**src/tpp_pkg.sv**
```systemverilog
// Shared constants, types and elaboration-time tables for the tempered pipe pitch block.
// Holds the temperament offsets, the harmonic log table and the exp2 table.
// No dependencies.
package tpp_pkg;

	localparam int NUM_TEMPERAMENTS = 8;
	localparam int MAX_HARMONIC     = 128;
	localparam int EXP_TABLE_BITS   = 8;

	localparam int NOTE_W   = 7;
	localparam int TRANS_W  = 6;
	localparam int HARM_W   = 8;
	localparam int DEV_W    = 22;
	localparam int IN_W     = 48;
	localparam int FREQ_W   = 25;
	localparam int RATIO_W  = 40;
	localparam int OUT_W    = 72;
	localparam int TSEL_W   = 3;
	localparam int BASE_W   = 20;
	localparam int CFG_W    = 25;
	localparam int CFG_AW   = 2;

	localparam int SND_W    = 9;
	localparam int TOFS_W   = 16;
	localparam int HM_W     = 24;
	localparam int MC_W     = 27;
	localparam int U_W      = 26;
	localparam int OCT_W    = 5;
	localparam int F_W      = 21;
	localparam int P_W      = F_W + EXP_TABLE_BITS;
	localparam int K_W      = EXP_TABLE_BITS;
	localparam int EXP_N    = (1 << EXP_TABLE_BITS) + 1;
	localparam int T_W      = 32;
	localparam int D_W      = 31 - EXP_TABLE_BITS;
	localparam int X_W      = D_W + F_W;
	localparam int Y_W      = X_W - 7;
	localparam int C9_W     = Y_W - 13;
	localparam int YL_W     = Y_W / 2;
	localparam int YH_W     = Y_W - YL_W;
	localparam int PROD_W   = BASE_W + T_W;

	localparam int OCT_SH   = 36;
	localparam int OREC_W   = 16;
	localparam int K_SH     = P_W + 11;
	localparam int KREC_W   = P_W - 9;

	localparam int FIFO_DEPTH = 4;
	localparam int FIFO_AW    = 2;

	localparam logic [F_W-1:0]    MC_PER_OCT = F_W'(1200000);
	localparam logic [MC_W-1:0]   MC_BIAS    = MC_W'(19200000);
	localparam logic [13:0]       DIV9375    = 14'd9375;
	localparam logic [OREC_W-1:0] OCT_REC    = OREC_W'((64'd1 << OCT_SH) / 64'd1200000);
	localparam logic [KREC_W-1:0] K_REC      = KREC_W'((64'd1 << K_SH) / 64'd1200000);
	localparam logic [C9_W-1:0]   C9_REC     = C9_W'((64'd1 << Y_W) / 64'd9375);
	localparam logic [FREQ_W-1:0]  FREQ_MAX  = '1;
	localparam logic [RATIO_W-1:0] RATIO_MAX = '1;

	typedef enum logic [CFG_AW-1:0] {
		CFG_TEMPER = 2'd0,
		CFG_BASE   = 2'd1,
		CFG_MIN    = 2'd2,
		CFG_MAX    = 2'd3
	} cfg_idx_t;

	typedef logic signed [TOFS_W-1:0] temper_tab_t [0:7][0:11];

	localparam temper_tab_t TEMPER_MC = '{
		'{16'sd0, 16'sd0, 16'sd0, 16'sd0, 16'sd0, 16'sd0,
		  16'sd0, 16'sd0, 16'sd0, 16'sd0, 16'sd0, 16'sd0},
		'{16'sd0, -16'sd9775, -16'sd7820, -16'sd5865, -16'sd9775, -16'sd1955,
		  -16'sd11730, -16'sd3910, -16'sd7820, -16'sd11730, -16'sd3910, -16'sd7820},
		'{16'sd0, -16'sd9775, -16'sd6843, -16'sd5865, -16'sd13686, -16'sd1955,
		  -16'sd9776, -16'sd3422, -16'sd7820, -16'sd10265, -16'sd3910, -16'sd11731},
		'{16'sd0, -16'sd5865, -16'sd3910, -16'sd1955, -16'sd7820, 16'sd1955,
		  -16'sd7820, -16'sd1955, -16'sd3910, -16'sd5865, 16'sd0, -16'sd9775},
		'{16'sd0, -16'sd9775, -16'sd3910, -16'sd5865, -16'sd7820, -16'sd1955,
		  -16'sd11730, -16'sd1955, -16'sd7820, -16'sd5865, -16'sd3910, -16'sd9775},
		'{16'sd0, -16'sd23951, -16'sd6843, 16'sd10265, -16'sd13686, 16'sd3422,
		  -16'sd20529, -16'sd3422, -16'sd27373, -16'sd10265, 16'sd6843, -16'sd17108},
		'{16'sd0, 16'sd13685, 16'sd3910, -16'sd5865, 16'sd7820, -16'sd1955,
		  16'sd11730, 16'sd1955, 16'sd15640, 16'sd5865, -16'sd3910, 16'sd9775},
		'{16'sd0, -16'sd11406, -16'sd3259, 16'sd4888, -16'sd6518, 16'sd1629,
		  -16'sd9776, -16'sd1629, -16'sd13035, -16'sd4888, 16'sd3259, -16'sd8147}
	};

	function automatic logic signed [TOFS_W-1:0] temper_offset(
		input logic [TSEL_W-1:0] sel,
		input logic [3:0] pc
	);
		logic signed [TOFS_W-1:0] r;
		r = '0;
		if (int'(sel) < NUM_TEMPERAMENTS && pc < 4'd12)
			r = TEMPER_MC[sel][pc];
		return r;
	endfunction

	function automatic longint unsigned isqrt64(input longint unsigned v);
		longint unsigned r;
		longint unsigned b;
		longint unsigned vv;
		r = 0;
		b = 64'd1 << 62;
		vv = v;
		while (b > vv)
			b = b >> 2;
		while (b != 0) begin
			if (vv >= r + b) begin
				vv = vv - (r + b);
				r = (r >> 1) + b;
			end else begin
				r = r >> 1;
			end
			b = b >> 2;
		end
		return r;
	endfunction

	function automatic logic signed [HM_W-1:0] harm_mc(input int unsigned h);
		int unsigned e;
		longint unsigned x;
		longint unsigned frac;
		longint unsigned l;
		longint lv;
		e = 0;
		while (e < 8 && (h >> (e + 1)) != 0)
			e++;
		x = longint'(h) << (30 - e);
		frac = 0;
		for (int i = 0; i < 30; i++) begin
			x = (x * x) >> 30;
			if (x >= (64'd1 << 31)) begin
				x = x >> 1;
				frac = frac | (64'd1 << (29 - i));
			end
		end
		l = (longint'(e) << 30) | frac;
		lv = longint'((l * 64'd1200000 + (64'd1 << 29)) >> 30) - 64'sd3600000;
		return HM_W'(lv);
	endfunction

	typedef logic signed [HM_W-1:0] harm_tab_t [256];

	function automatic harm_tab_t build_harm();
		harm_tab_t t;
		int unsigned h;
		for (int i = 0; i < 256; i++) begin
			h = (i == 0) ? 8 : i;
			if (h > MAX_HARMONIC)
				h = MAX_HARMONIC;
			t[i] = harm_mc(h);
		end
		return t;
	endfunction

	localparam harm_tab_t HARM_TAB = build_harm();

	typedef logic [T_W-1:0] exp_tab_t [EXP_N];

	function automatic exp_tab_t build_exp();
		exp_tab_t t;
		longint unsigned roots [EXP_TABLE_BITS+1];
		longint unsigned acc;
		roots[0] = 64'd1 << 31;
		for (int i = 1; i <= EXP_TABLE_BITS; i++)
			roots[i] = isqrt64(roots[i-1] << 30);
		for (int k = 0; k < (1 << EXP_TABLE_BITS); k++) begin
			acc = 64'd1 << 30;
			for (int i = 0; i < EXP_TABLE_BITS; i++)
				if (((k >> (EXP_TABLE_BITS - 1 - i)) & 1) != 0)
					acc = (acc * roots[i+1] + (64'd1 << 29)) >> 30;
			t[k] = T_W'(acc);
		end
		t[1 << EXP_TABLE_BITS] = T_W'(64'd1 << 31);
		return t;
	endfunction

	localparam exp_tab_t EXP_TAB = build_exp();

endpackage

```
**src/tpp_fifo.sv**
```systemverilog
// Short queue between front and back end, flop based, show-ahead read.
// Uses tpp_pkg for depth and data width.
module tpp_fifo import tpp_pkg::*; (
	input  logic           clk,
	input  logic           arst_n,
	input  logic           push,
	input  logic [U_W-1:0] push_data,
	output logic           full,
	input  logic           pop,
	output logic [U_W-1:0] pop_data,
	output logic           empty
);

	logic [U_W-1:0]     mem_q [FIFO_DEPTH];
	logic [FIFO_AW-1:0] wp_q, rp_q;
	logic [FIFO_AW:0]   cnt_q;

	assign full     = cnt_q == (FIFO_AW+1)'(FIFO_DEPTH);
	assign empty    = cnt_q == '0;
	assign pop_data = mem_q[rp_q];

	always_ff @(posedge clk or negedge arst_n) begin
		if (!arst_n) begin
			wp_q  <= '0;
			rp_q  <= '0;
			cnt_q <= '0;
		end else begin
			if (push)
				wp_q <= wp_q + 1'b1;
			if (pop)
				rp_q <= rp_q + 1'b1;
			cnt_q <= cnt_q + (FIFO_AW+1)'(push) - (FIFO_AW+1)'(pop);
		end
	end

	always_ff @(posedge clk) begin
		if (push)
			mem_q[wp_q] <= push_data;
	end

	a_cnt_bound: assert property (@(posedge clk) disable iff (!arst_n)
		cnt_q <= (FIFO_AW+1)'(FIFO_DEPTH)) else $error("queue count beyond depth");
	a_no_overrun: assert property (@(posedge clk) disable iff (!arst_n)
		!(push && full) && !(pop && empty)) else $error("queue overrun or underrun");

endmodule

```
**config.mk**
```make
export PLATFORM = sky130hd
export DESIGN_NAME = tpp_fifo
export DESIGN_NICKNAME = d
export VERILOG_FILES = /design/src/tpp_pkg.sv /design/src/tpp_fifo.sv
export SDC_FILE = /design/constraint.sdc
export NUM_CORES = 1
export LEC_CHECK = 0
export BUFFER_PORTS_ARGS = -buffer_cell sky130_fd_sc_hd__buf_2
export CAP_MARGIN = 20
export CORE_MARGIN = 5
export CORE_UTILIZATION = 40
export CTS_BUF_LIST = sky130_fd_sc_hd__clkbuf_2
export CTS_CLUSTER_SIZE = 28
export DETAILED_ROUTE_END_ITERATION = 16
export GPL_ROUTABILITY_DRIVEN = 0
export PLACE_DENSITY_LB_ADDON = 0.3
export SLEW_MARGIN = 20
export SYNTH_ARGS = -nofsm -noshare
export SYNTH_HDL_FRONTEND = slang
export SYNTH_SLANG_ARGS = --single-unit
export TNS_END_PERCENT = 1
```
**constraint.sdc**
```tcl
create_clock -name clk -period 2.3 [get_ports clk]
set_input_delay 0.46 -clock clk [delete_from_list [all_inputs] [get_ports clk]]
set_output_delay 0.46 -clock clk [all_outputs]
set_load 0.02 [all_outputs]
```
==> impl_metrics.json, run 1 <==
{
  "dominantRegCellSynth": "edfxtp_1",
  "worst-endpoint-required_ns": 1.84,
  "timing.final.hold_violations": 0,
  "cts_buffers": 9,
  "crit_fanout": 15,
  "cts_setup_buffers": 0,
  "pwr-share-comb_pct": 38.0,
  "track_usage_pct": 11.5,
  "drtIter0Drc": 49,
  "synthesis.area_sq_um": 4190,
  "ys_ff_latch": 111,
  "r2r_end": "cnt_q[2]$_DFF_PN0_",
  "switching_power_mw": 1.90,
  "crit_path_start_kind": "register",
  "nets": 280,
  "seqPwrFrac_pct": 47.6,
  "cp-endpoint": "pop_data[6]",
  "htreeDepth": 3,
  "cp-end-kind": "output port",
  "clk_pin_slew_ns": 0.27,
  "fp.dieW_um": 112,
  "min_period_ns": 2.35,
  "num_vias": 1864,
  "grt_pass1_vias": 2026,
  "r2r_cells": 7,
  "first_pass_iters": 6,
  "netlist-cell-type-count": 17,
  "maxSlewHeadroom_pct": 72.1,
  "yosysWarnings": 0,
  "diodes": 0,
  "syn_to_final_growth_pct": 15.5,
  "wire_per_inst_um": 17.8,
  "synth_cells": 170,
  "grt_pass1_wl_mm": 11.0,
  "start_util_pct": 40.8,
  "tightest_slew_ns": 0.418,
  "ys_top_cells_by_area": "edfxtp_1 75%, mux4_2 9.7%, mux4_1 5.0%",
  "grt_overflow": 0,
  "avgSynthCellArea_sq_um": 24.6,
  "intPower_mw": 3.91,
  "multi_input_area_sq_um": 785,
  "clock-root-buffer": "clkbuf_2",
  "status": "finished, violations left",
  "whs_ns": 0.102,
  "total_power_mw": 5.81,
  "maxCapViolCount": 0,
  "yosys-top-cells-count": "104 x edfxtp_1, 18 x mux4_2, 8 x mux4_1, 7 x dfrtp_1",
  "ant_nets": 0,
  "min_path_type": "primary input to register",
  "clk_latency_ns": 0.54,
  "hold_path.startpoint": "push_data[6]",
  "final_cells": 384,
  "yosysMostFrequentCell": "edfxtp_1",
  "synth_edf_count": 104,
  "placed_cells": 367,
  "row_count": 37,
  "power_frac_clock_pct": 14.4,
  "grt_max_degree": 28,
  "regToRegSetupSlack_ns": 0.62,
  "antenna_found_initial": 0,
  "die_h_um": 112,
  "synth_top_area_share_pct": 74.5,
  "ys_seq_area_share_pct": 78.7,
  "maxSlewViolCount": 0,
  "remaining_drc_errors": 0,
  "cts_tree": "done",
  "portBuffers": 57,
  "vias_per_cell": 4.85,
  "ir_drop_mv": 0.594,
  "finalSetupViolCount": 23,
  "arrival_ns": 1.89,
  "hold_path_depth": 1,
  "fmaxAchievable_mhz": 425,
  "p_per_area_nw_per_um2": 1200,
  "place_hpwl_mm": 4.54,
  "reg2reg_from": "cnt_q[0]$_DFF_PN0_",
  "setup_ws_ns": -0.0546,
  "skew_ns": 0.0220,
  "worst-setup-path-type": "register to output port",
  "cts_sinks": 111,
  "routed_wl_mm": 6.83,
  "core_sq_um": 10300,
  "violations": "setup timing",
  "die_area_sq_um": 12600,
  "rsz0062_at_grt": "true",
  "synth_nets": 207,
  "regArea_sq_um": 3300,
  "drive_above_1_share_pct": 43.1,
  "io_pins": 58,
  "p_leak_nw": 1.72,
  "crit_start": "rp_q[0]$_DFFE_PN0P_",
  "cts_buffer_depth": 2,
  "swShare_pct": 32.7,
  "async_reset_ff_share_pct": 6.31,
  "post-route-period-util_pct": 102,
  "n_fill_cell": 895,
  "yosys.area.top_type": "edfxtp_1"
}
## state kept, by name (all words and copies together) (netlist names)
register  cells
mem_q       104
cnt_q         3
wp_q          2
rp_q          2
## per-stage QoR
stage	TNS (ns)	util (%)	cell area, sq um	setup slack [ns]
2_1_floorplan	0	-	4190	0.634
3_3_place_gp	0	45.7	4690	0.434
3_5_place_dp	0	45.7	4690	0.431
4_1_cts	-2.73	47.1	4840	-0.141
5_1_grt	-3.52	47.1	4840	-0.165
6_report	-0.526	47.1	4840	-0.0546
## worst max-delay path, stage by stage, from the launching register on
cell and delay (ns):
dfrtp_2 0.47, buf_12 0.18, mux4_1 0.54, buf_2 0.17
## cell type report
type                       count  share of cell area (%)
tap                          136                    3.52
timing repair buffer          68                    9.33
sequential                   111                    68.2
multi-input combinational     47                    16.2
inverter                       6                   0.465
clock inverter                 5                    1.16
clock buffer                  11                    1.14
## layer usage
metal / vias up / routed length (um) / GRT usage, %
li1: 844 / - / -
met1: 963 / 2870 / 15.4
met2: 53 / 3430 / 17.6
met3: 4 / 480 / 3.29
met4: 0 / 47 / 5.29
met5: - / 0 / 0
## worst min path at each step
stage	endpoint	slack (ns)
5_1_grt	mem_q[0][20]$_DFFE_PP_	0.02
3_3_place_gp	cnt_q[0]$_DFF_PN0_	0.31
2_1_floorplan	cnt_q[0]$_DFF_PN0_	0.16
6_report	mem_q[3][6]$_DFFE_PP_	0.10
4_1_cts	mem_q[3][6]$_DFFE_PP_	0.04
3_5_place_dp	cnt_q[2]$_DFF_PN0_	0.31
## power by group through the flow
stage | combinational, mW | sequential (mW) | clock, mW
after floorplan | 1.53 | 2.77 | 0
after global placement | 2.14 | 2.79 | 0
after detailed placement | 2.16 | 2.81 | 0
after CTS | 2.23 | 2.77 | 0.876
after global routing | 2.41 | 2.80 | 0.959
final | 2.21 | 2.77 | 0.839
## timing repair
| item | 4_1_cts | 5_1_grt |
|---|---|---|
| hold buffers | 1 | 0 |
| gates resized for setup | 10 | 7 |
| setup endpoints to repair | 26 | 26 |
| endpoints found under the hold margin | 7 | 0 |
## kinds of logic after synthesis
group                    synth area share [%]
flip-flops                               78.7
adder cells (fa/ha/maj)                  2.27
XOR/XNOR                                 1.05
multiplexers                             14.7
buffers and inverters                    2.12
AND/OR/NAND/NOR                          1.05
AO/OA/AOI/OAI                           0.119
## cells in the final DEF, fill, tap and decap left out, drive strengths merged, types with 3 or more instances in the layout
cell,synthesis,layout
ha,6,6
xnor2,3,3
clkbuf,0,11
dfrtp,7,7
buf,6,67
mux4,26,26
edfxtp,104,104
and2,4,4
inv,6,7
(Power assumes the default switching activity.)
==> run 2: changes to the inputs <==
--- a/config.mk
+++ b/config.mk
@@ -8,12 +8,13 @@
 export BUFFER_PORTS_ARGS = -buffer_cell sky130_fd_sc_hd__buf_2
 export CAP_MARGIN = 20
 export CORE_MARGIN = 5
-export CORE_UTILIZATION = 40
+export CORE_UTILIZATION = 55
 export CTS_BUF_LIST = sky130_fd_sc_hd__clkbuf_2
 export CTS_CLUSTER_SIZE = 28
 export DETAILED_ROUTE_END_ITERATION = 16
 export GPL_ROUTABILITY_DRIVEN = 0
 export PLACE_DENSITY_LB_ADDON = 0.3
+export SETUP_SLACK_MARGIN = 0.1
 export SLEW_MARGIN = 20
 export SYNTH_ARGS = -nofsm -noshare
 export SYNTH_HDL_FRONTEND = slang
==> run 2 against run 1 <==
The flow still finishes with violations (setup timing). Final area down 0.98%. Clock power is 0.6% lower. Die area fell by 25%. Register-to-register slack about the same. Hold slack improved by 0.0081 ns. Highest routed layer unchanged.
==> impl_metrics.json, run 2 (same netlist as run 1, synthesis figures left out) <==
{
  "swShare_pct": 32.6,
  "setup_ws_ns": -0.0659,
  "pre_cts_slack_ns": 0.420,
  "timing.final.hold_violations": 0,
  "fmaxAchievable_mhz": 423,
  "ir_drop_mv": 0.555,
  "regToRegSetupSlack_ns": 0.61,
  "vias_per_cell": 5.33,
  "drive_above_1_share_pct": 42.8,
  "grt_max_degree": 20,
  "row_count": 31,
  "cp-end-kind": "output port",
  "diodes": 0,
  "hold_path.startpoint": "pop",
  "num_vias": 1859,
  "routed_wl_mm": 6.71,
  "r2r_cells": 7,
  "regMostFlops": "mem_q",
  "slowest_delay_ns": 0.57,
  "maxSlewHeadroom_pct": 80.6,
  "nets": 282,
  "maxSlewViolCount": 0,
  "remaining_drc_errors": 0,
  "intPower_mw": 3.91,
  "place_hpwl_mm": 4.52,
  "layout_common_cells": "104 x edfxtp_1, 51 x buf_2, 22 x mux4_2",
  "placed_cells": 332,
  "fp.dieW_um": 97.3,
  "antenna_found_initial": 0,
  "crit_start": "rp_q[0]$_DFFE_PN0P_",
  "p_per_area_nw_per_um2": 1210,
  "clk_pin_slew_ns": 0.26,
  "grt_overflow": 0,
  "finalSetupViolCount": 21,
  "largest_register_ffs": 104,
  "layout_commonest_cell": "edfxtp_1",
  "ant_nets": 0,
  "switching_power_mw": 1.89,
  "clk_latency_ns": 0.52,
  "hold_path_depth": 2,
  "seqPwrFrac_pct": 47.8,
  "grt_pass1_vias": 2019,
  "worst-endpoint-required_ns": 1.84,
  "reg.largest.list": "mem_q (104), cnt_q (3)",
  "status": "finished, violations left",
  "io_pins": 58,
  "min_period_ns": 2.37,
  "whs_ns": 0.110,
  "post-route-period-util_pct": 103,
  "crit_path_start_kind": "register",
  "critPathSlowestCell": "mux4_1",
  "pwr-share-comb_pct": 37.9,
  "final_cells": 349,
  "min_path_type": "primary input to register",
  "first_pass_iters": 4,
  "crit_fanout": 11,
  "track_usage_pct": 14.9,
  "fin_tns_setup_ns": -0.597,
  "tightest_slew_ns": 0.290,
  "violations": "setup timing",
  "start_util_pct": 57.2,
  "p_leak_nw": 1.72,
  "arrival_ns": 1.91,
  "die_area_sq_um": 9460,
  "rsz0062_at_grt": "true",
  "worst-setup-path-type": "register to output port",
  "cts_buffer_depth": 2,
  "cp_cell_sequence": "buf_12 -> mux4_1 -> buf_2",
  "min_delay_worst_endpoint": "rp_q[0]$_DFFE_PN0P_",
  "die_h_um": 97.3,
  "cts_sinks": 111,
  "drtIter0Drc": 52,
  "portBuffers": 57,
  "power_frac_clock_pct": 14.4,
  "reg2reg_from": "cnt_q[0]$_DFF_PN0_",
  "syn_to_final_growth_pct": 14.4,
  "grt_pass1_wl_mm": 10.6,
  "clock-root-buffer": "clkbuf_2",
  "r2r_end": "cnt_q[2]$_DFF_PN0_",
  "cts_tree": "done",
  "wire_per_inst_um": 19.2,
  "cts_buffers": 9,
  "skew_ns": 0.0232,
  "htreeDepth": 3,
  "maxCapViolCount": 0,
  "core_sq_um": 7330
}
-- run 2: cell count changes in the layout (fill, tap and decap cells not counted), sizes merged --
| cell | previous run | this run |
|---|---|---|
| clkbuf | 11 | 10 |
| clkinv | 2 | 3 |
| buf | 67 | 69 |
-- run 2: cell type report --
cell class	instances	area, sq um
Inverter	6	22.5
Clock inverter	6	60.1
Clock buffer	10	50.0
Sequential cell	111	3300
Fill cell	499	2540
Tap cell	99	124
Timing Repair Buffer	70	448
Multi-Input combinational cell	47	788
-- run 2: through the flow --
stage	total power, mW	area, sq um	utilization [%]
final	5.81	4790	65.4
after global routing	6.13	4790	65.4
after CTS	5.79	4770	65.0
after detailed placement	4.91	4620	63.1
after global placement	4.85	4620	63.1
after floorplan	4.31	4190	-
-- run 2: layer usage --
metal / vias up / global-route usage (%) / wire length (um)
met5: - / 0 / 0
met4: 0 / 3.19 / 42
met3: 4 / 4.95 / 321
met2: 40 / 25.6 / 3610
met1: 965 / 18.6 / 2740
li1: 850 / - / -
-- run 2: power groups by stage --
stage | combinational (mW) | sequential, mW | clock [mW]
finish | 2.20 | 2.77 | 0.834
global route | 2.37 | 2.81 | 0.948
CTS | 2.15 | 2.78 | 0.862
detailed placement | 2.09 | 2.82 | 0
global placement | 2.05 | 2.79 | 0
floorplan | 1.53 | 2.77 | 0
-- run 2: worst max-delay path by stage --
stage | to | slack, ns | cells after the start
2_1_floorplan | cnt_q[2]$_DFF_PN0_ | 0.63 | 6
3_3_place_gp | pop_data[19] | 0.45 | 3
3_5_place_dp | cnt_q[2]$_DFF_PN0_ | 0.42 | 7
4_1_cts | pop_data[25] | -0.12 | 3
5_1_grt | pop_data[21] | -0.17 | 3
6_report | pop_data[6] | -0.07 | 3
-- run 2: critical path, delay by kind of cell, from the launching register on --
family | cells | cell delay [ns]
DFF | 1 | 0.47
buffers and inverters | 2 | 0.34
muxes | 1 | 0.57
-- run 2: what timing repair did --
item                                    in CTS  in global routing
endpoints found under the hold margin        7                  0
gates resized for setup                      7                 15
endpoints found under the setup margin      26                 26
setup buffers                                0                  0
hold buffers                                 1                  0
==> run 3: changes to the inputs <==
--- a/config.mk
+++ b/config.mk
@@ -5,6 +5,7 @@
 export SDC_FILE = /design/constraint.sdc
 export NUM_CORES = 1
 export LEC_CHECK = 0
+export ABC_AREA = 1
 export BUFFER_PORTS_ARGS = -buffer_cell sky130_fd_sc_hd__buf_2
 export CAP_MARGIN = 20
 export CORE_MARGIN = 5
==> run 3 against run 2 <==
The run now ends clean. Sequential cell count unchanged. Maximum frequency up 6.3%. Clock power down 8.9%. Die area up 13%. First-iteration DRC count rose to 3.2 times the previous value. Via count up 61%. Combinational power up 29%. Global-route usage up 1.3 points.
==> impl_metrics.json, run 3 <==
{
  "place_area_sq_um": 5200,
  "crit_path_start_kind": "register",
  "synthesis.area_sq_um": 4820,
  "p_per_area_nw_per_um2": 1190,
  "power_frac_clock_pct": 11.9,
  "avgSynthCellArea_sq_um": 10.6,
  "maxSlewViolCount": 0,
  "cts_buffers": 9,
  "cp-end-kind": "output port",
  "seqPwrFrac_pct": 43.8,
  "ant_nets": 0,
  "swShare_pct": 41.5,
  "worst-setup-path-type": "register to output port",
  "row_count": 34,
  "switching_power_mw": 2.65,
  "yosys.area.top_type": "edfxtp_1",
  "num_vias": 2998,
  "routed_wl_mm": 8.52,
  "die_area_sq_um": 10700,
  "core_sq_um": 8640,
  "drive_above_1_share_pct": 17.6,
  "diodes": 0,
  "p_leak_nw": 2.59,
  "clk_latency_ns": 0.58,
  "maxSlewHeadroom_pct": 74.1,
  "intPower_mw": 3.74,
  "fmaxAchievable_mhz": 449,
  "remaining_drc_errors": 0,
  "grt_overflow": 0,
  "grt_max_degree": 53,
  "min_period_ns": 2.23,
  "clock-root-buffer": "clkbuf_2",
  "ys_ff_latch": 111,
  "ir_drop_mv": 0.847,
  "netlist-cell-type-count": 16,
  "min_path_type": "primary input to register",
  "place_hpwl_mm": 5.33,
  "htreeDepth": 3,
  "start_util_pct": 55.8,
  "finalSetupViolCount": 0,
  "arrival_ns": 1.77,
  "skew_ns": 0.0463,
  "drtIter0Drc": 167,
  "grt_pass1_vias": 2825,
  "ys_top_cells_by_area": "edfxtp_1 65%, nand2_1 11%, inv_1 9.0%",
  "clk_pin_slew_ns": 0.31,
  "worst-endpoint-required_ns": 1.84,
  "ys_seq_area_share_pct": 68.4,
  "yosys-top-cells-count": "141 x nand2_1, 116 x inv_1, 104 x edfxtp_1, 53 x nand3_1, 9 x buf_4",
  "grt_pass1_wl_mm": 13.9,
  "layout_commonest_cell": "nand2_1",
  "pwr-share-comb_pct": 44.3,
  "cts_tree": "done",
  "cts_buffer_depth": 2,
  "reg.largest.list": "mem_q (104), cnt_q (3)",
  "largest_register_ffs": 104,
  "cts_sinks": 111,
  "wire_per_inst_um": 13.5,
  "fp.dieW_um": 104,
  "finalCoreUtilization_pct": 62.2,
  "io_pins": 58,
  "post-route-period-util_pct": 96.8,
  "n_fill_cell": 680,
  "maxCapViolCount": 0,
  "layout_common_cells": "136 x nand2_1, 116 x inv_1, 104 x edfxtp_1",
  "nets": 554,
  "die_h_um": 104,
  "synth_nets": 490,
  "first_pass_iters": 4,
  "antenna_found_initial": 1,
  "yosysMostFrequentCell": "nand2_1",
  "synth_edf_count": 104,
  "regToRegSetupSlack_ns": 0.63,
  "crit_fanout": 52,
  "final_area_sq_um": 5380,
  "rsz0062_at_grt": "true",
  "portBuffers": 57,
  "vias_per_cell": 4.76,
  "status": "completed",
  "yosysWarnings": 0,
  "tightest_slew_ns": 0.388,
  "syn_to_final_growth_pct": 11.6,
  "dominantRegCellSynth": "edfxtp_1",
  "synth_top_area_share_pct": 64.8,
  "track_usage_pct": 16.2,
  "async_reset_ff_share_pct": 6.31,
  "synth_cells": 453,
  "regMostFlops": "mem_q",
  "timing.final.hold_violations": 0
}
-- run 3: worst paths after layout --
check,from,end,depth (start not counted)
worst max-delay path,rp_q[0]$_DFFE_PN0P_,pop_data[23],5
worst min-delay path,push_data[21],mem_q[3][21]$_DFFE_PP_,1
worst max register to register,cnt_q[0]$_DFF_PN0_,cnt_q[2]$_DFF_PN0_,9
worst min register to register,wp_q[0]$_DFFE_PN0P_,wp_q[0]$_DFFE_PN0P_,1
max in group asynchronous,arst_n,rp_q[0]$_DFFE_PN0P_,2
min in group asynchronous,arst_n,cnt_q[1]$_DFF_PN0_,2
-- run 3: final cells by class --
class | instances | area (sq um) | share of cell area (%)
clock inverter | 7 | 47.5 | 0.885
tap | 108 | 135 | 2.51
sequential | 111 | 3300 | 61.4
inverter | 118 | 458 | 8.52
clock buffer | 9 | 45.0 | 0.838
multi-input combinational | 207 | 953 | 17.7
timing repair buffer | 70 | 437 | 8.12
-- run 3: through the flow --
| stage | setup TNS, ns | total power [mW] | setup WS [ns] | hold WS, ns | std cells |
|---|---|---|---|---|---|
| 6_report | 0 | 6.40 | 0.0736 | 0.0634 | 630 |
| 4_1_cts | 0 | 6.37 | 0.0616 | 0.0464 | 630 |
| 2_1_floorplan | 0 | 4.80 | 0.671 | 0.164 | 453 |
| 3_3_place_gp | 0 | 5.48 | 0.514 | 0.298 | 612 |
| 3_5_place_dp | 0 | 5.56 | 0.459 | 0.301 | 612 |
| 5_1_grt | -0.0384 | 6.86 | -0.0172 | 0.0302 | 630 |
-- run 3: power groups by stage --
| stage | Combinational (mW) | Clock, mW | Sequential (mW) |
|---|---|---|---|
| after floorplan | 2.01 | 0 | 2.79 |
| after global placement | 2.66 | 0 | 2.83 |
| after CTS | 2.78 | 0.778 | 2.80 |
| final | 2.84 | 0.760 | 2.80 |
| after detailed placement | 2.72 | 0 | 2.84 |
| after global routing | 3.16 | 0.862 | 2.84 |
-- run 3: logic make-up (layout without fill, tap and decap cells) --
group | count (synthesis) | count (layout) | share of synthesized area (%)
AOI/OAI and AO/OA | 1 | 1 | 0.104
xor gates and xnor gates | 3 | 3 | 0.545
adders and majority gates | 7 | 7 | 1.97
buffers and inverters | 135 | 204 | 12.2
DFF | 111 | 111 | 68.4
and+or+nand+nor | 196 | 196 | 16.7
-- run 3: metal layers --
layer	share of wire (%)	vias up	track usage (%)	wire length (um)
met2	47	74	25.5	4040
met4	1.6	2	6.19	133
met5	0.082	-	0	7
met3	6.5	13	3.86	551
li1	-	1530	-	-
met1	44	1379	21.7	3780
-- run 3: critical path, cell delays in order, from the launching register on --
cell,delay [ns]
dfrtp_2,0.56
inv_12,0.21
nand2_1,0.09
nand3_1,0.08
nand2_1,0.09
buf_2,0.17
-- run 3: what timing repair did --
item	in CTS	in global routing
hold buffers	1	0
setup buffers	1	0
hold endpoints to repair	7	0
resized for setup	6	16
endpoints found under the setup margin	26	26
